--- src/hdl/priority_queue_sorted_store_macros.svh ---
// ---------------------------------------------------------------------------
// Priority queue sorted store: assertion macros
// Shared concurrent assertion forms for the block's RTL.
// ---------------------------------------------------------------------------
`ifndef PRIORITY_QUEUE_SORTED_STORE_MACROS_SVH
`define PRIORITY_QUEUE_SORTED_STORE_MACROS_SVH

// Checks an implication on every rising edge outside reset.
`define PQSS_ASSERT_IMP(label, ante, cons, msg) \
  label: assert property (@(posedge clk) disable iff (!rst_n) (ante) |-> (cons)) \
    else $error(msg);

// Checks that the consequent holds in the cycle after the antecedent, outside reset.
`define PQSS_ASSERT_NEXT(label, ante, cons, msg) \
  label: assert property (@(posedge clk) disable iff (!rst_n) (ante) |=> (cons)) \
    else $error(msg);

`endif

--- src/hdl/pqss_pkg.sv ---
// ---------------------------------------------------------------------------
// Priority queue sorted store: package
// Sizes, operation and status codes, entry types and ring addressing.
// ---------------------------------------------------------------------------
package pqss_pkg;

  localparam int QUEUE_DEPTH = 16;
  localparam int ADDR_W      = $clog2(QUEUE_DEPTH);
  localparam int COUNT_W     = $clog2(QUEUE_DEPTH + 1);

  localparam logic [1:0] OP_INSERT  = 2'd0;
  localparam logic [1:0] OP_EXTRACT = 2'd1;
  localparam logic [1:0] OP_PEEK    = 2'd2;

  localparam logic [1:0] ST_OK    = 2'd0;
  localparam logic [1:0] ST_EMPTY = 2'd1;
  localparam logic [1:0] ST_FULL  = 2'd2;

  typedef logic [ADDR_W-1:0]  addr_t;
  typedef logic [COUNT_W-1:0] count_t;

  typedef struct packed {
    logic signed [31:0] value;
    logic [7:0]         prio;
  } entry_t;

  typedef struct packed {
    logic   en;
    addr_t  addr;
    entry_t data;
  } wr_req_t;

  // Physical slot of a logical queue position, counted from the head.
  function automatic addr_t phys_addr(addr_t head, addr_t logical);
    logic [ADDR_W:0] sum;
    sum = {1'b0, head} + {1'b0, logical};
    if (sum >= (ADDR_W + 1)'(QUEUE_DEPTH)) begin
      sum = sum - (ADDR_W + 1)'(QUEUE_DEPTH);
    end
    return sum[ADDR_W-1:0];
  endfunction

endpackage

--- src/hdl/pqss_store.sv ---
// ---------------------------------------------------------------------------
// Priority queue sorted store: entry memory
// One write port and one read port with registered read data.
// ---------------------------------------------------------------------------
module pqss_store (
  input  logic             clk,
  input  pqss_pkg::wr_req_t wr,
  input  pqss_pkg::addr_t  rd_addr,
  output pqss_pkg::entry_t rd_data
);
  import pqss_pkg::*;

  entry_t store_r [QUEUE_DEPTH];
  entry_t rd_data_r;

  always_ff @(posedge clk) begin
    if (wr.en) begin
      store_r[wr.addr] <= wr.data;
    end
    rd_data_r <= store_r[rd_addr];
  end

  assign rd_data = rd_data_r;

endmodule

--- src/hdl/priority_queue_sorted_store.sv ---
// ---------------------------------------------------------------------------
// Priority queue sorted store
// Bounded priority queue of value and priority pairs kept in priority order.
// ---------------------------------------------------------------------------
// An item is taken when start is high and busy is low. in_op selects insert,
// extract head or peek head; in_value and in_priority matter for insert only.
// Every item gives exactly one result, shown for one cycle with out_valid
// high; the receiver cannot stall it, so it must take it in that cycle.
// The entries live in a ring in a single-port-read memory, head first, so an
// extract only moves the head pointer. An insert walks from the tail towards
// the head, one entry at a time (a read in S_INS_RD, a compare and write in
// S_INS_CMP), moving each lower-priority entry up by one slot until the new
// entry's place is found. A full insert, an empty extract or peek, and an
// unused code are answered straight from idle. An extract or peek reads the
// head and answers from S_HEAD_OUT. An insert into an empty queue writes in
// S_INS_WR; any other insert stops by writing behind an entry of equal or
// higher priority in S_INS_CMP, or writes in S_INS_WR after moving every entry.
// The memory's one read port, stepped once per entry, sets the insert time.
// busy is high while an item is in progress.
// Synchronous reset empties the queue; memory contents are not cleared.
// ---------------------------------------------------------------------------
`include "priority_queue_sorted_store_macros.svh"

module priority_queue_sorted_store (
  input  logic        clk,
  input  logic        rst_n,
  input  logic        start,
  output logic        busy,
  input  logic [1:0]  in_op,
  input  logic signed [31:0] in_value,
  input  logic [7:0]  in_priority,
  output logic        out_valid,
  output logic signed [31:0] out_value,
  output logic [7:0]  out_priority,
  output logic [1:0]  out_status
);
  import pqss_pkg::*;

  typedef enum logic [2:0] {
    S_IDLE,
    S_INS_RD,
    S_INS_CMP,
    S_INS_WR,
    S_HEAD_OUT
  } state_t;

  state_t     state_r;
  count_t     count_r;
  addr_t      head_r;
  addr_t      hole_r;
  logic [1:0] op_r;
  entry_t     new_r;

  logic              out_valid_r;
  logic signed [31:0] out_value_r;
  logic [7:0]        out_priority_r;
  logic [1:0]        out_status_r;

  wr_req_t wr;
  addr_t   rd_addr;
  entry_t  rd_data;

  pqss_store u_store (
    .clk     (clk),
    .wr      (wr),
    .rd_addr (rd_addr),
    .rd_data (rd_data)
  );

  always_comb begin
    rd_addr = head_r;
    if (state_r == S_INS_RD) begin
      rd_addr = phys_addr(head_r, hole_r - addr_t'(1));
    end
    wr.en   = 1'b0;
    wr.addr = phys_addr(head_r, hole_r);
    wr.data = new_r;
    case (state_r)
      S_INS_CMP: begin
        wr.en = 1'b1;
        if (rd_data.prio < new_r.prio) begin
          wr.data = rd_data;
        end
      end
      S_INS_WR: begin
        wr.en = 1'b1;
      end
      default: begin
        wr.en = 1'b0;
      end
    endcase
  end

  always_ff @(posedge clk) begin
    if (!rst_n) begin
      state_r     <= S_IDLE;
      count_r     <= '0;
      head_r      <= '0;
      out_valid_r <= 1'b0;
    end else begin
      out_valid_r <= 1'b0;
      case (state_r)
        S_IDLE: begin
          if (start) begin
            op_r         <= in_op;
            new_r.value  <= in_value;
            new_r.prio   <= in_priority;
            out_value_r    <= '0;
            out_priority_r <= '0;
            case (in_op)
              OP_INSERT: begin
                if (count_r == count_t'(QUEUE_DEPTH)) begin
                  out_valid_r  <= 1'b1;
                  out_status_r <= ST_FULL;
                end else begin
                  hole_r  <= count_r[ADDR_W-1:0];
                  state_r <= (count_r == '0) ? S_INS_WR : S_INS_RD;
                end
              end
              OP_EXTRACT, OP_PEEK: begin
                if (count_r == '0) begin
                  out_valid_r  <= 1'b1;
                  out_status_r <= ST_EMPTY;
                end else begin
                  state_r <= S_HEAD_OUT;
                end
              end
              default: begin
                out_valid_r  <= 1'b1;
                out_status_r <= ST_OK;
              end
            endcase
          end
        end
        S_INS_RD: begin
          state_r <= S_INS_CMP;
        end
        S_INS_CMP: begin
          if (rd_data.prio >= new_r.prio) begin
            count_r      <= count_r + count_t'(1);
            out_valid_r  <= 1'b1;
            out_status_r <= ST_OK;
            state_r      <= S_IDLE;
          end else begin
            hole_r  <= hole_r - addr_t'(1);
            state_r <= (hole_r == addr_t'(1)) ? S_INS_WR : S_INS_RD;
          end
        end
        S_INS_WR: begin
          count_r      <= count_r + count_t'(1);
          out_valid_r  <= 1'b1;
          out_status_r <= ST_OK;
          state_r      <= S_IDLE;
        end
        S_HEAD_OUT: begin
          out_valid_r    <= 1'b1;
          out_status_r   <= ST_OK;
          out_value_r    <= rd_data.value;
          out_priority_r <= rd_data.prio;
          if (op_r == OP_EXTRACT) begin
            count_r <= count_r - count_t'(1);
            head_r  <= (head_r == addr_t'(QUEUE_DEPTH - 1)) ? '0 : head_r + addr_t'(1);
          end
          state_r <= S_IDLE;
        end
        default: begin
          state_r <= S_IDLE;
        end
      endcase
    end
  end

  assign busy         = (state_r != S_IDLE);
  assign out_valid    = out_valid_r;
  assign out_value    = out_value_r;
  assign out_priority = out_priority_r;
  assign out_status   = out_status_r;

  `PQSS_ASSERT_IMP(a_count_bound, 1'b1, count_r <= count_t'(QUEUE_DEPTH), "Entry count exceeds depth.")
  `PQSS_ASSERT_IMP(a_result_idle, out_valid_r, state_r == S_IDLE, "Result shown while busy.")
  `PQSS_ASSERT_NEXT(a_accept_progress, start && !busy, out_valid_r || busy, "Item accepted but neither busy nor answered.")
  `PQSS_ASSERT_IMP(a_write_insert, wr.en, state_r == S_INS_CMP || state_r == S_INS_WR, "Memory written outside an insert.")
  `PQSS_ASSERT_IMP(a_full_insert, state_r == S_INS_RD || state_r == S_INS_WR, count_r != count_t'(QUEUE_DEPTH), "Insert running on a full queue.")

endmodule
--- config.mk ---
export PLATFORM = sky130hd
export DESIGN_NAME = priority_queue_sorted_store
export DESIGN_NICKNAME = d
export VERILOG_FILES = /design/src/hdl/pqss_pkg.sv /design/src/hdl/pqss_store.sv /design/src/hdl/priority_queue_sorted_store.sv
export VERILOG_INCLUDE_DIRS = /design/src /design/src/hdl
export SDC_FILE = /design/constraint.sdc
export NUM_CORES = 1
export LEC_CHECK = 0
export BUFFER_PORTS_ARGS = -buffer_cell sky130_fd_sc_hd__buf_2
export CORE_UTILIZATION = 50
export CTS_CLUSTER_DIAMETER = 100
export CTS_CLUSTER_SIZE = 24
export DETAILED_ROUTE_END_ITERATION = 7
export PLACE_DENSITY_LB_ADDON = 0.15
export SLEW_MARGIN = 20
export SYNTH_ARGS = -nofsm -noshare
export SYNTH_HDL_FRONTEND = slang
export SYNTH_SLANG_ARGS = --single-unit
--- constraint.sdc ---
create_clock -name clk -period 4.05 [get_ports clk]
set_input_delay 0.81 -clock clk [delete_from_list [all_inputs] [get_ports clk]]
set_output_delay 0.81 -clock clk [all_outputs]
set_load 0.01 [all_outputs]
### Word level (Yosys, flattened, before mapping)

Memory sizes are Yosys's and may differ from the RTL's. A register that Yosys moved wholly into a read port is not among the register bits.
Index checks and enable logic that the tools add are counted.

| cells by class | value |
|---|---|
| add/sub/neg operators | 8 |
| magnitude comparators | 4 |
| eq/ne operators | 21 |
| mux-type cells | 41 |
| reduce and logical (&&, ||, !) cells | 18 |

Operator list:

| kind | number |
|---|---|
| 40-bit two-way mux | 2 |
| 32-bit case mux with 2 select lines | 1 |
| 32-bit two-way mux | 1 |
| 4-bit two-way mux | 8 |
| 8-bit case mux with 2 select lines | 1 |
| 5-bit case mux with 3 select lines | 1 |
| 2-bit two-way mux | 7 |
| 3-bit != test (second input constant) | 4 |
| 6-bit AND reduction | 2 |
| 4-bit by 1-bit subtractor with 4-bit output (second input constant) | 3 |
| 4-bit by 4-bit adder with 5-bit output | 2 |
| 5-bit >= comparator (second input constant) | 2 |
| 5-bit two-way mux | 2 |
| 2-bit != test (second input constant) | 5 |
| 3-bit two-way mux | 3 |
| 3-bit case mux with 3 select lines | 1 |
| 3-bit AND reduction | 3 |
| 3-bit nonzero test | 3 |
| 8-bit >= comparator | 1 |
| 8-bit < comparator | 1 |
| 8-bit two-way mux | 1 |
| 4-bit case mux with 2 select lines | 1 |
| 1-bit two-way mux | 7 |
| 3-bit by 2-bit == test with 1-bit output (second input constant) | 2 |
| 24 further kinds | 28 |

| storage, ports and cells | value |
|---|---|
| flip-flop bits (word level) | 101 |
| RAM bits | 640 |
| input bits | 45 |
| output and inout bits | 44 |
| word-level logic and storage cells | 104 |
| memories kept | 1 |

Memory list:

| memory | words | bits a word | rd ports | clocked after memory_dff | write ports | line | source |
|---|---|---|---|---|---|---|---|
| u_store.store_r | 16 | 40 | 1 | 1 | 1 | pqss_store.sv:13 | `entry_t store_r [QUEUE_DEPTH];` |

### Longest topological paths before layout

Gate-level depths: netlist of the first run.

| depth | value |
|---|---|
| depth after elaboration | 6 |
| depth in mapped cells | 12 |
| depth with buffers taken out | 10 |

### Modules after synthesis

Synthesis of the first run repeated with hierarchy kept, for this count alone.

| second synthesis, totals | value |
|---|---|
| cell total of the unflattened synthesis | 1408 |
| area total of the unflattened synthesis | 30002.5 um2 |

Modules (own cells, without submodules):

| module | instances | cells each | area an instance (um2) | sequential area each (um2) |
|---|---|---|---|---|
| pqss_store | 1 | 1040 | 25130.4 | 20019.2 |
| priority_queue_sorted_store | 1 | 368 | 4872.2 | 2902.8 |

### Worst setup path before layout of the first run

OpenSTA, ideal clock, no wires.

| timing | value |
|---|---|
| path type | reg2reg |
| start point | register hole_r[0] |
| end point | memory u_store.store_r[0][0] (netlist name) (enable) |
| library setup time | 0.437 ns |
| arrival time | 3.270 ns |
| data required time | 3.613 ns |
| setup slack | 0.343 ns |
| cell stages (with the launch flop) | 5 |
| buffers on the path | 0 |
| period minus slack after synthesis | 3.707 ns |
| cell sequence | edfxtp_1 ha_1 fa_1 or3_1 nor2_1 |

| between the ends | value |
|---|---|
| cells in the longest elaborated chain, start to end | 3 |
| elaborated cells on any way between the ends | 4 |
| those cells by class | 2 x add/sub; 1 x order compare; 1 x mux |

RTL lines:

| item | line | source |
|---|---|---|
| start: declaration | priority_queue_sorted_store.sv:50 | `addr_t hole_r;` |
| start signal: assignment | priority_queue_sorted_store.sv:116 | `hole_r <= count_r[ADDR_W-1:0];` |
| start signal: assignment | priority_queue_sorted_store.sv:145 | `hole_r <= hole_r - addr_t'(1);` |
| 4-bit by 4-bit adder with 5-bit output (*) | pqss_pkg.sv:36 | `sum = {1'b0, head} + {1'b0, logical};` |
| 4-bit by 1-bit subtractor with 4-bit output or 5-bit >= comparator (tied branches) | pqss_pkg.sv:38, pqss_pkg.sv:37 |  |
| 4-bit two-way mux (*) | pqss_pkg.sv:37 | `if (sum >= (ADDR_W + 1)'(QUEUE_DEPTH)) begin` |
| end: declaration | pqss_store.sv:13 |  |

Every way passes the cells marked *; elsewhere a longest branch is shown, timed or not.

### Final worst setup path of the first run

| timing | value |
|---|---|
| start point | register hole_r[0] |
| end point | register, netlist name u_store.rd_data[30] |

| between the ends | value |
|---|---|
| cells in the longest elaborated chain, start to end | 5 |
| elaborated cells on any way between the ends | 6 |
| those cells by class | 3 x add/sub; 1 x order compare; 2 x mux |

RTL lines:

| item | line | source |
|---|---|---|
| 4-bit by 1-bit subtractor with 4-bit output (*) | priority_queue_sorted_store.sv:73 | `rd_addr = phys_addr(head_r, hole_r - addr_t'(1));` |
| 4-bit by 4-bit adder with 5-bit output (*) | pqss_pkg.sv:36 |  |
| 4-bit by 1-bit subtractor with 4-bit output or 5-bit >= comparator (tied branches) | pqss_pkg.sv:38, pqss_pkg.sv:37 |  |
| 4-bit two-way mux (*) | pqss_pkg.sv:37 |  |
| 4-bit two-way mux (*) | priority_queue_sorted_store.sv:72 | `if (state_r == S_INS_RD) begin` |

Marked as above.
A chain may end at the register's enable or synchronous reset.

==> results.txt, run 1 <==
The run finished with clean final reports. Once the clock tree was built, the resizer swapped 0 gates to a different size. The warning count from the yosys run was 0; the half-perimeter wire length after detailed placement was 34.60 mm. The sum of negative setup slack is 0 ns. The mean area per synthesized cell came out at 21.41 um^2. The initial antenna violation count came out at 0. By startpoint and endpoint, the worst setup path is classified as flip-flop to flip-flop. The run gives 0 as the number of buffers inserted by post-CTS setup repair. After clock tree synthesis, the clock-pin slew on the worst setup and hold paths is 0.10 ns. The flop and latch count out of synthesis is 781. For this run, the post-layout net count is 1575. The number of instances in the placed design was 2230; the chip width was 245.5 um. For this run, the detailed router's first-pass iteration total came to 5.

The clock net in this run drives a total of 781 sinks. The core outline area is 58140 um^2. The number of setup violations in the final report was 0; the initial DRC count was 1263. The min-delay analysis places its worst path in the category input pin to flip-flop.

STA puts the critical path data required time at 4.51 ns. The share of synthesized area occupied by flip-flops and latches was 0.7735; the count of buffers inserted at the top-level ports was 88. Clock tree synthesis selected as its root buffer the cell sky130_fd_sc_hd__clkbuf_16. The final routed wirelength across all metal layers came out at 64.35 mm. After synthesis, the cell types taking the most area are sky130_fd_sc_hd__edfxtp_1, sky130_fd_sc_hd__mux4_2, sky130_fd_sc_hd__dfxtp_1. Counting the buffers created by CTS gives 38. Synthesis produced 1384 cells. CTS built an H-tree with a depth of 2. The share of the cycle needed by the critical path after routing was 0.8662; the average vias per placed instance was 6.024.

The routed design could run at a clock period as short as 3.508 ns. The tools report the data arrival time of the worst path as 3.97 ns. Entering global routing, the biggest net connects 46 pins. The congestion estimate from routability-driven global placement came to 0.7779.

The dominant cell type by area after synthesis was sky130_fd_sc_hd__edfxtp_1. The number of nets handed over by synthesis was 1454. STA classifies the critical path startpoint as a flip-flop.

Number of global-route vias before repair: 14340. Clock skew on the completed layout was measured at 0.02847 ns. The run gives 0.4720 as the headroom to the max-slew limit.

The worst setup path is captured at a flip-flop. The tools report the aggregate global-route resource usage as 0.2191. Across all layers, the routed design uses 13780 vias. The number of max-cap violations is 0, and the count of cells along the worst hold path is 1. For the post-detailed-route DRC marker count, the log shows 0. The share of layout cells above drive strength 1 was 0.2681. The run gives 89 as the number of ports placed on the die boundary.

After the flow finishes, the layout carries non-filler instances totaling 2287. For the maximum VDD drop, the log shows 0.3162 mV. The hold violation count in the final report is 0.

For the combined area of all synthesized cells, the log shows 29630 um^2. For the worst-skew pair, the clock arrives at the later sink with an insertion delay of 0.59 ns. The share of async-settable or async-resettable flops after synthesis is 0. The first global-routing pass estimated 94.70 mm of wire. Yosys mapped a number of flops with a built-in enable equal to 728.

After filler insertion, the fill cell instance count of the layout stands at 4309. At the pin with the least slew margin, the transition time is 0.7720 ns. Timing would allow up to 0.2850 GHz. The logs give 88 for the row count and 0 for the hold buffer count at cts.

Fraction of post-synthesis cell area in the top cell type by area: 0.7377. The per-cell routed wire length came out at 28.14 um. The maximum fanout along the worst path is 31. Among all flip-flop cells after synthesis, the most frequent one is sky130_fd_sc_hd__edfxtp_1.

The layout overhead on the synthesized area came out at 10.39%. The starting utilization of the core area is 0.5097, and the number of pins with negative max-slew slack in the final report is 0. The static leakage was 10.60 nW; the total power density per cell area was 437.4 nW/um^2.

After synthesis, the netlist uses 51 different library cells. Measured in cells, the most critical reg-to-reg path has a length of 11. The repair_antennas step left the layout with diodes totalling 0.

The dominant cell by count in the synthesized netlist was sky130_fd_sc_hd__edfxtp_1. In this run the remaining antenna-violating nets after routing total 0. The die covers 60250 um^2. After global routing the overflow that remains totals 0.

By count the netlist is led by sky130_fd_sc_hd__edfxtp_1, sky130_fd_sc_hd__mux4_2, sky130_fd_sc_hd__dfxtp_1. The maximum number of buffers from clock root to sink was 3. From bottom edge to top edge, the die measures 245.5 um. TritonCTS built the clock tree. Setup repair after global routing left no endpoint under its margin.
-- area by class of cell --
| class | instances | area (um^2) | area share |
|---|---|---|---|
| Tap cell | 765 | 957.2 | 0.02926 |
| Clock buffer | 55 | 1046 | 0.03197 |
| Timing Repair Buffer | 144 | 1224 | 0.03741 |
| Multi-Input combinational cell | 514 | 6450 | 0.1972 |
| Sequential cell | 781 | 22920 | 0.7007 |
| Clock inverter | 2 | 17.52 | 0.0005355 |
| Inverter | 26 | 97.59 | 0.002983 |
-- kinds of logic (layout without fill, tap and decap cells) --
group	after synthesis	count (layout)	synth area share
DFF	781	781	0.7735
AOI/OAI and AO/OA	140	140	0.03838
xor gates and xnor gates	12	12	0.003547
adders and majority gates	25	25	0.01132
and+or+nand+nor	141	141	0.02436
buffers and inverters	89	227	0.01372
muxes	196	196	0.1352
-- routing by layer --
layer  wire length, um  up-vias  global-route usage
li1                  -     5932                   -
met1             27630     7375              0.3074
met2             32470      395              0.3705
met3              3027       74             0.02652
met4              1224        0             0.04932
met5                 0        -                   0
-- sequential cells by signal, summed over array words and instances, names as in the netlist --
signal,flops
out_valid,1
count_r,5
op_r,2
new_r,40
out_priority,8
out_status,2
head_r,4
hole_r,4
state_r,3
u_store.store_r,640
u_store.rd_data,40
out_value,32
-- worst paths after layout --
check                         startpoint                     endpoint  slack [ns]
max                  hole_r[0]$_DFFE_PP_  u_store.rd_data[30]$_DFF_P_        0.54
min                          in_value[4]          new_r[12]$_DFFE_PP_        0.39
max reg2reg          hole_r[0]$_DFFE_PP_  u_store.rd_data[30]$_DFF_P_        0.54
min reg2reg  u_store.rd_data[39]$_DFF_P_  out_value[31]$_SDFFCE_PN0P_        0.54
-- through the flow --
stage	hold WS [ns]	utilization	instance area [um^2]	total power, W	worst slack (ns)
floorplan	0.4716	-	29630	0.009920	0.3428
global placement	0.5035	0.5444	31650	0.01028	0.6217
detailed placement	0.5161	0.5444	31650	0.01031	0.5573
CTS	0.3590	0.5627	32710	0.01444	0.5180
global route	0.3516	0.5627	32710	0.01477	0.2714
finish	0.3916	0.5627	32710	0.01431	0.5417
-- where the power goes --
group / leakage, nW / switching [W] / internal (W)
registers: 7.03 / 0.0000784 / 0.00906
logic: 3.06 / 0.000583 / 0.000385
clock network: 0.515 / 0.00239 / 0.00182
total: 10.6 / 0.00305 / 0.0113
-- cells in the final DEF (no fill, tap or decap), types with 4 or more instances in the layout --
cell | netlist | routed
sky130_fd_sc_hd__nand2_1 | 32 | 31
sky130_fd_sc_hd__ha_1 | 22 | 22
sky130_fd_sc_hd__nand4_1 | 4 | 4
sky130_fd_sc_hd__a21oi_1 | 17 | 17
sky130_fd_sc_hd__clkbuf_1 | 30 | 15
sky130_fd_sc_hd__nor3_1 | 8 | 8
sky130_fd_sc_hd__buf_2 | 19 | 88
sky130_fd_sc_hd__a221o_1 | 40 | 40
sky130_fd_sc_hd__inv_1 | 25 | 24
sky130_fd_sc_hd__nor2_1 | 31 | 14
sky130_fd_sc_hd__buf_12 | 0 | 29
sky130_fd_sc_hd__nand3_1 | 5 | 5
sky130_fd_sc_hd__buf_4 | 7 | 27
sky130_fd_sc_hd__and2_1 | 40 | 40
sky130_fd_sc_hd__clkbuf_16 | 0 | 39
sky130_fd_sc_hd__xnor2_1 | 7 | 7
sky130_fd_sc_hd__mux2_2 | 34 | 34
sky130_fd_sc_hd__xor2_1 | 5 | 5
sky130_fd_sc_hd__dfxtp_1 | 53 | 53
sky130_fd_sc_hd__a21o_1 | 5 | 4
sky130_fd_sc_hd__mux4_2 | 160 | 160
sky130_fd_sc_hd__nor2_4 | 1 | 18
sky130_fd_sc_hd__a22o_1 | 43 | 40
sky130_fd_sc_hd__edfxtp_1 | 728 | 728
sky130_fd_sc_hd__nand2b_1 | 4 | 4
sky130_fd_sc_hd__o21ai_0 | 18 | 18
-- critical path, cell delays in order (launching register included) --
cell	delay, ns
sky130_fd_sc_hd__edfxtp_1	0.44
sky130_fd_sc_hd__inv_1	0.10
sky130_fd_sc_hd__ha_1	0.35
sky130_fd_sc_hd__fa_1	0.39
sky130_fd_sc_hd__xor2_1	0.27
sky130_fd_sc_hd__nor2_4	0.06
sky130_fd_sc_hd__a21oi_4	0.18
sky130_fd_sc_hd__buf_12	0.22
sky130_fd_sc_hd__buf_12	0.28
sky130_fd_sc_hd__mux4_2	0.54
sky130_fd_sc_hd__a22o_1	0.24
sky130_fd_sc_hd__a221o_1	0.27
(Power assumes the default switching activity.)
==> run 2, diff against run 1 <==
- ABC_AREA: not set -> 1
==> run 2 against run 1 <==
Largest cell class unchanged. Register-to-register slack improved by 0.44 ns. Flip-flop and latch count unchanged. First-iteration DRC count increased by 51%. Design area increased by 11%. Critical path type unchanged. Core utilization decreased by 0.58 points. Sequential share of layout area decreased by 6.7 points. Clock power increased by 5%. Die area increased by 12%.
==> results.txt, run 2 <==
The run finished with clean final reports. The count of flip-flops with a built-in enable after synthesis was 728; the maximum number of buffers from clock root to sink was 3. STA classifies the critical path startpoint as a flip-flop. The critical path goes through inv_1 -> ha_1 -> xor2_1 -> ha_1 -> xor2_1 -> o21ai_4 -> clkinv_2 -> buf_4 -> nand2_1 -> nand2_1 -> nand2_1 -> nand2_1.

Hold buffer count at cts: 0. The fmax is 0.3256 GHz. Highest-delay cell along the critical path: sky130_fd_sc_hd__clkinv_2. The overall die height is 259.2 um, and the number of library cell types mapped by synthesis is 34.

Share of async-settable or async-resettable flops after synthesis: 0. After the last flow step, the layout net total stands at 3163. For the worst-skew pair, the clock arrives at the later sink with an insertion delay of 0.60 ns. The shortest period the worst path allows came out at 3.072 ns. The startpoint identified for the worst register-to-register timing path is hole_r[0]$_DFFE_PP_. The kind of end point of the critical path is a flip-flop. The total power density per cell area came out at 439.4 nW/um^2. The congestion estimate from routability-driven global placement came to 0.8283. The worst path meets setup with 0.9785 ns of slack. The run gives 1910 as the initial DRC count. After synthesis, the mean cell area works out to 10.83 um^2. Longest individual stage delay on the worst path: 0.54 ns.

The count of nets left with antenna violations once routing finished came out at 0. Number of pins with negative max-slew slack in the final report: 0. The initial antenna violation count was 0. Total power for the finished layout comes to 0.01589 W. The layout has 5543 filler cells. The share of synthesized area occupied by flip-flops and latches was 0.6928. The commonest non-fill, non-tap cell in the layout is sky130_fd_sc_hd__nand2_1. Number of buffers inserted by post-CTS setup repair: 0. When the netlist entered floorplanning its net count stood at 3124.

Yosys attributes the largest share of cell area to sky130_fd_sc_hd__edfxtp_1, sky130_fd_sc_hd__nand2_1, sky130_fd_sc_hd__nand3_1. The first detailed-routing pass took 5 iterations. Dividing the detail-routed via count by the number of cells gives 5.507. Global routing finished with a remaining overflow of 0. Setup violations remaining at the end of the flow were counted as 0. The starting utilization of the core area is 0.5096. Excluding fillers, the count of instances in the completed layout stands at 3978. The number of ports placed on the die boundary was 89; the transition at the pin with the smallest max-transition slack was 1.022 ns. By count the netlist is led by sky130_fd_sc_hd__nand2_1, sky130_fd_sc_hd__edfxtp_1, sky130_fd_sc_hd__nand3_1. The worst hold path belongs to the class input pin to flip-flop.

Counting flops per register, the top entry is u_store.store_r. The tool flagged a number of max-cap violations equal to 0. For the maximum level of the CTS H-tree, the log shows 2. The hold violation count in the final report is 0. Headroom to the max-slew limit: 0.3143. CTS saw 781 sinks. In this design, the critical path's most frequently occurring cell is sky130_fd_sc_hd__nand2_1. Clock-pin slew was measured on the worst setup and hold paths at 0.10 ns. The critical path in this run is classified as flip-flop to flip-flop. Row count: 93. The register with the most flip-flops in the layout has 640 of them.

The tools report the required time of the worst setup path as 4.54 ns. The area growth from synthesis to layout is 9.292%. In this run, placement finished with an instance count of 3908.

At the worst endpoint, the arrival time is 3.56 ns. The synthesized design spends more area on one cell type than any other, namely sky130_fd_sc_hd__edfxtp_1. Number of buffers created by CTS: 38.

The die is 259.2 um wide. For this run, the leading register cell type out of synthesis is sky130_fd_sc_hd__edfxtp_1. The aggregate global-route resource usage is 0.2414, and the fraction of post-synthesis cell area in the top cell type by area is 0.6607. Share of layout cells above drive strength 1: 0.08165. The cell area that synthesis handed to floorplanning was 33090 um^2. TritonCTS built the clock tree. The setup clock skew after layout was 0.02723 ns; the count of buffers inserted at the top-level ports was 88. Setup repair after global routing left no endpoint under its margin. For the final routed database, the setup TNS stands at 0 ns. The routed layout has 21910 vias. The logs give 67200 um^2 for the total die area and 0.9629 ns for the worst setup timing slack at the placement stage. The largest net degree at the start of global routing is 192, and the final routed wirelength across all metal layers is 80.07 mm. The share of the cycle needed by the critical path after routing was 0.7584; the count of mapped cells out of synthesis was 3054. The most common cell in the synthesized netlist is sky130_fd_sc_hd__nand2_1.

The maximum VDD drop came out at 0.3229 mV. The warning count from the yosys run is 0. For the post-detailed-route DRC marker count, the log shows 0. Leaving out fill and tap cells, the most frequent cells in the layout are sky130_fd_sc_hd__nand2_1, sky130_fd_sc_hd__edfxtp_1, sky130_fd_sc_hd__nand3_1. The first element of the critical path was hole_r[0]$_DFFE_PP_. The tree is rooted in a sky130_fd_sc_hd__clkbuf_16. The first global-routing pass estimated 124.8 mm of wire.

The static leakage was 14.24 nW; the post-cts gate resize count was 0. The number of global-route vias before repair was 21470; the maximum fanout along the worst path was 36. Counting flops and latches in the post-synthesis netlist gives 781.

The per-cell routed wire length is 20.13 um, and the half-perimeter wire length after detailed placement is 44.46 mm. The worst hold path begins at in_value[31]. In this run the standard cell core region covers 64930 um^2. The number of antenna cells inserted was 0.
-- run 2: cell count changes after synthesis, moves of 32 or more --
cell / change
sky130_fd_sc_hd__buf_2: +89
sky130_fd_sc_hd__nor2_1: +58
sky130_fd_sc_hd__o21ai_0: +32
sky130_fd_sc_hd__mux2_2: -32
sky130_fd_sc_hd__inv_1: +179
sky130_fd_sc_hd__nand3_1: +453
sky130_fd_sc_hd__nand3b_1: +120
sky130_fd_sc_hd__and2_1: -39
sky130_fd_sc_hd__a221o_1: -40
sky130_fd_sc_hd__mux4_2: -160
sky130_fd_sc_hd__nand2_1: +1065
sky130_fd_sc_hd__a22o_1: -43
-- run 2: per-layer routing --
layer,vias to the layer above,global-route usage,wire [um]
li1,10340,-,-
met1,10840,0.3344,35230
met2,606,0.4046,38880
met3,121,0.02168,3643
met4,0,0.07729,2327
met5,-,0,0
-- run 2: layout make-up --
cell class,instances,area [um^2],area share
Clock inverter,2,13.76,0.0003806
Tap cell,855,1070,0.02958
Clock buffer,68,1127,0.03118
Inverter,208,782.0,0.02163
Multi-Input combinational cell,1887,8786,0.2430
Sequential cell,781,22920,0.6339
Timing Repair Buffer,177,1459,0.04035
-- run 2: per-stage QoR --
step / instance area, um^2 / utilization / hold slack [ns]
6_report: 36160 / 0.5569 / 0.3824
5_1_grt: 36160 / 0.5569 / 0.3714
4_1_cts: 36160 / 0.5569 / 0.3543
3_5_place_dp: 35020 / 0.5393 / 0.5061
3_3_place_gp: 35020 / 0.5393 / 0.5022
2_1_floorplan: 33090 / - / 0.4747
-- run 2: final timing paths --
kind	to	slack [ns]	depth (start not counted)
min	new_r[39]$_DFFE_PP_	0.38	1
max	u_store.rd_data[31]$_DFF_P_	0.98	12
min reg2reg	count_r[4]$_SDFFE_PN0P_	0.52	2
max reg2reg	u_store.rd_data[31]$_DFF_P_	0.98	12
-- run 2: critical path, delay by kind of cell, from the launching register on --
family / cells / cell delay (ns)
AND/OR/NAND/NOR: 4 / 0.27
adder cells (fa/ha/maj): 2 / 0.50
flip-flops: 1 / 0.44
buffers and inverters: 3 / 1.16
XOR/XNOR: 2 / 0.42
AO/OA/AOI/OAI: 1 / 0.16
-- run 2: logic make-up after synthesis --
logic type               count (synthesis)  share of synthesized area
AND/OR/NAND/NOR                       1781                     0.2348
XOR/XNOR                                 7                   0.001853
flip-flops                             781                     0.6928
multiplexers                             2                  0.0006807
AO/OA/AOI/OAI                           72                    0.01165
buffers and inverters                  386                    0.04810
adder cells (fa/ha/maj)                 25                    0.01013
-- run 2: power breakdown --
part           leakage [nW]  internal (W)  switching (W)
clock                 0.546       0.00192        0.00247
combinational          6.66      0.000626        0.00152
sequential             7.03       0.00925       0.000108
total                  14.2        0.0118        0.00410
==> run 3, diff against run 2 <==
- ABC_AREA: 1 -> 0
- clock period: 4.05 -> 3.1 ns (I/O delays scaled with it)
==> run 3 against run 2 <==
Flip-flop and latch count did not move. Non-clock buffer count rose by 47. Critical endpoint is now u_store.rd_data[6]$_DFF_P_. Sequential power is 27% higher. Design area fell by 6.6%. Via count down 35%. Highest routed layer unchanged.
==> results.txt, run 3 (same netlist as run 1, synthesis figures left out) <==
In the final design database the tool counted 1655 nets. u_store.store_r holds more flip-flops than any other register. The smallest clock period supported by the final layout is computed as 3.074 ns. The total die area was 60250 um^2; the global-route congestion overflow total was 0. The initial antenna violation count came out at 0. The aggregate global-route resource usage was 0.2270; the number of pins with negative max-slew slack in the final report was 0.

The run gives 66.61 mm as the final routed wirelength across all metal layers. The tools report the static leakage as 11.14 nW. The required time of the worst setup path was 3.57 ns; the number of antenna-violating nets in the routed design was 0. The maximum fanout along the worst path was 9.

The first element of the critical path is hole_r[0]$_DFFE_PP_. The maximum number of buffers from clock root to sink came out at 3. The setup clock skew after layout is 0.02296 ns, and the core outline area is 58140 um^2. The number of global-route vias before repair is 14620, and the via total after detailed routing is 14320.

For flop-to-flop paths, the worst setup slack is 0.03 ns. The logs give 2374 for the non-filler instance count after layout and 0.5806 for the final design utilization. Counting the buffers created by CTS gives 38. The share of layout cells above drive strength 1 was 0.3089; the post-detailed-route DRC marker count was 0. The nature of the critical path startpoint is a flip-flop. Transition at the pin with the smallest max-transition slack: 0.7054 ns. The count of buffers inserted at the top-level ports works out to 88. The worst-case IR drop observed on VDD is 0.4242 mV. The register with the most flip-flops in the layout has 640 of them.

The share of the cycle needed by the critical path after routing is 0.9917, and the headroom to the max-slew limit is 0.5176. Setup violations remaining at the end of the flow were counted as 0. The H-tree was split into 2 levels.

Routability-driven placement finished with a final weighted congestion of 0.7780. The worst setup path is captured at a flip-flop. The area growth from synthesis to layout is 13.91%. The average vias per placed instance works out to 6.031.

The tree is rooted in a sky130_fd_sc_hd__clkbuf_16. The first global-routing pass estimated 98.30 mm of wire. The run finished with clean final reports. The most critical setup path has its endpoint at u_store.rd_data[6]$_DFF_P_. The number of antenna diodes in the final layout is 0. The floorplan has 88 rows.

From bottom edge to top edge, the die measures 245.5 um. The classification of the worst-slack hold path was input pin to flip-flop. In this run the horizontal extent of the chip is 245.5 um.

In the layout the commonest cells are sky130_fd_sc_hd__edfxtp_1, sky130_fd_sc_hd__mux4_2, sky130_fd_sc_hd__buf_2. Reg-to-reg critical path endpoint: u_store.rd_data[6]$_DFF_P_. For the hold violation count in the final report, the log shows 0. The hold buffer count at cts is 0.

The starting utilization of the core area came out at 0.5097. The per-cell routed wire length came out at 28.06 um. The largest net degree at the start of global routing was 41; the data arrival time of the worst path was 3.54 ns. The run gives 89 as the number of ports placed on the die boundary. The kind of critical path is flip-flop to flip-flop. Setup repair after global routing could not meet its margin everywhere.

CTS saw 781 sinks. TritonCTS built the clock tree. The logic depth of the worst register-to-register path came out at 12. In this run the power density over the cells is 560.6 nW/um^2. The library cell used most frequently in the layout, excluding fill and tap cells, is sky130_fd_sc_hd__edfxtp_1.

The tools report the number of detailed-routing iterations run before antenna repair as 5. Fmax: 0.3253 GHz. The first routing iteration left 1498 violations.

The tool flagged a number of max-cap violations equal to 0. For the half-perimeter wire length after detailed placement, the log shows 35.89 mm. On the final layout, the worst hold slack is 0.2010 ns. The tools report the launching point of the worst reg2reg path as hole_r[0]$_DFFE_PP_. The clock slew at the register clock pins of the worst setup and hold paths is 0.10 ns. The later pin in the worst-skew pair is clocked with a latency of 0.59 ns. The number of placed instances, taps included, is 2286.
run 3: cell count changes in the layout (fill, tap and decap cells not counted), moves of 39 or more:
| cell | delta |
|---|---|
| sky130_fd_sc_hd__a221o_1 | +40 |
| sky130_fd_sc_hd__nand2_1 | -1064 |
| sky130_fd_sc_hd__a22o_1 | +40 |
| sky130_fd_sc_hd__nand3_1 | -453 |
| sky130_fd_sc_hd__nand3b_1 | -120 |
| sky130_fd_sc_hd__nor2_1 | -58 |
| sky130_fd_sc_hd__and2_1 | +39 |
| sky130_fd_sc_hd__inv_1 | -181 |
| sky130_fd_sc_hd__mux4_2 | +160 |
run 3: worst max-delay path, stage by stage, from the launching register on:
cell and delay [ns]:
sky130_fd_sc_hd__edfxtp_1 0.43, sky130_fd_sc_hd__inv_2 0.13, sky130_fd_sc_hd__ha_4 0.17, sky130_fd_sc_hd__xor2_4 0.17, sky130_fd_sc_hd__ha_4 0.23, sky130_fd_sc_hd__xor2_2 0.19
sky130_fd_sc_hd__nor2_4 0.06, sky130_fd_sc_hd__a21oi_4 0.18, sky130_fd_sc_hd__buf_12 0.21, sky130_fd_sc_hd__buf_16 0.16, sky130_fd_sc_hd__mux4_2 0.51, sky130_fd_sc_hd__a22o_1 0.25
sky130_fd_sc_hd__a221o_1 0.26
run 3: through the flow:
step | TNS, ns | total power (W) | area [um^2] | setup WS [ns]
2_1_floorplan | -224.18 | 0.01296 | 29650 | -0.6072
3_3_place_gp | -3.481 | 0.01348 | 32200 | -0.1253
3_5_place_dp | -3.771 | 0.01352 | 32200 | -0.1485
4_1_cts | -1.637 | 0.01907 | 33690 | -0.1048
5_1_grt | -1.320 | 0.01953 | 33760 | -0.07727
6_report | 0 | 0.01892 | 33760 | 0.02561
run 3: layout make-up:
type	count	area, um^2
clock buffer	61	1037
clock inverter	3	55.05
fill	4285	24380
inverter	26	97.59
multi-input combinational	514	6533
sequential	781	22920
tap	765	957.2
timing repair buffer	224	2155
run 3: metal layers:
layer | wire, um | track usage | vias to the layer above
met5 | 0 | 0 | -
met3 | 3487 | 0.03230 | 76
met4 | 1200 | 0.04677 | 0
li1 | - | - | 6113
met1 | 29090 | 0.3291 | 7727
met2 | 32840 | 0.3706 | 402
run 3: timing repair:
item,4_1_cts,5_1_grt
gates resized for setup,21,12
setup endpoints to repair,40,40
gates cloned,6,3
buffers inserted,13,7
pin swaps,1,9
run 3: how the worst min path moves through the flow:
stage | depth (start not counted) | from | slack, ns | to
3_3_place_gp | 1 | u_store.rd_data[8]$_DFF_P_ | 0.51 | out_value[0]$_SDFFCE_PN0P_
6_report | 1 | in_value[14] | 0.20 | new_r[22]$_DFFE_PP_
3_5_place_dp | 1 | u_store.rd_data[18]$_DFF_P_ | 0.51 | out_value[10]$_SDFFCE_PN0P_
4_1_cts | 1 | in_value[14] | 0.17 | new_r[22]$_DFFE_PP_
5_1_grt | 1 | in_value[11] | 0.17 | new_r[19]$_DFFE_PP_
2_1_floorplan | 2 | count_r[2]$_SDFFE_PN0P_ | 0.47 | count_r[2]$_SDFFE_PN0P_
run 3: where the power goes:
part           internal [W]  leakage, nW  total [W]  switching (W)
Sequential           0.0118         7.03     0.0119      0.0000971
Clock               0.00242        0.521    0.00558        0.00316
Combinational      0.000604         3.59    0.00141       0.000803
Total                0.0149         11.1     0.0189        0.00406
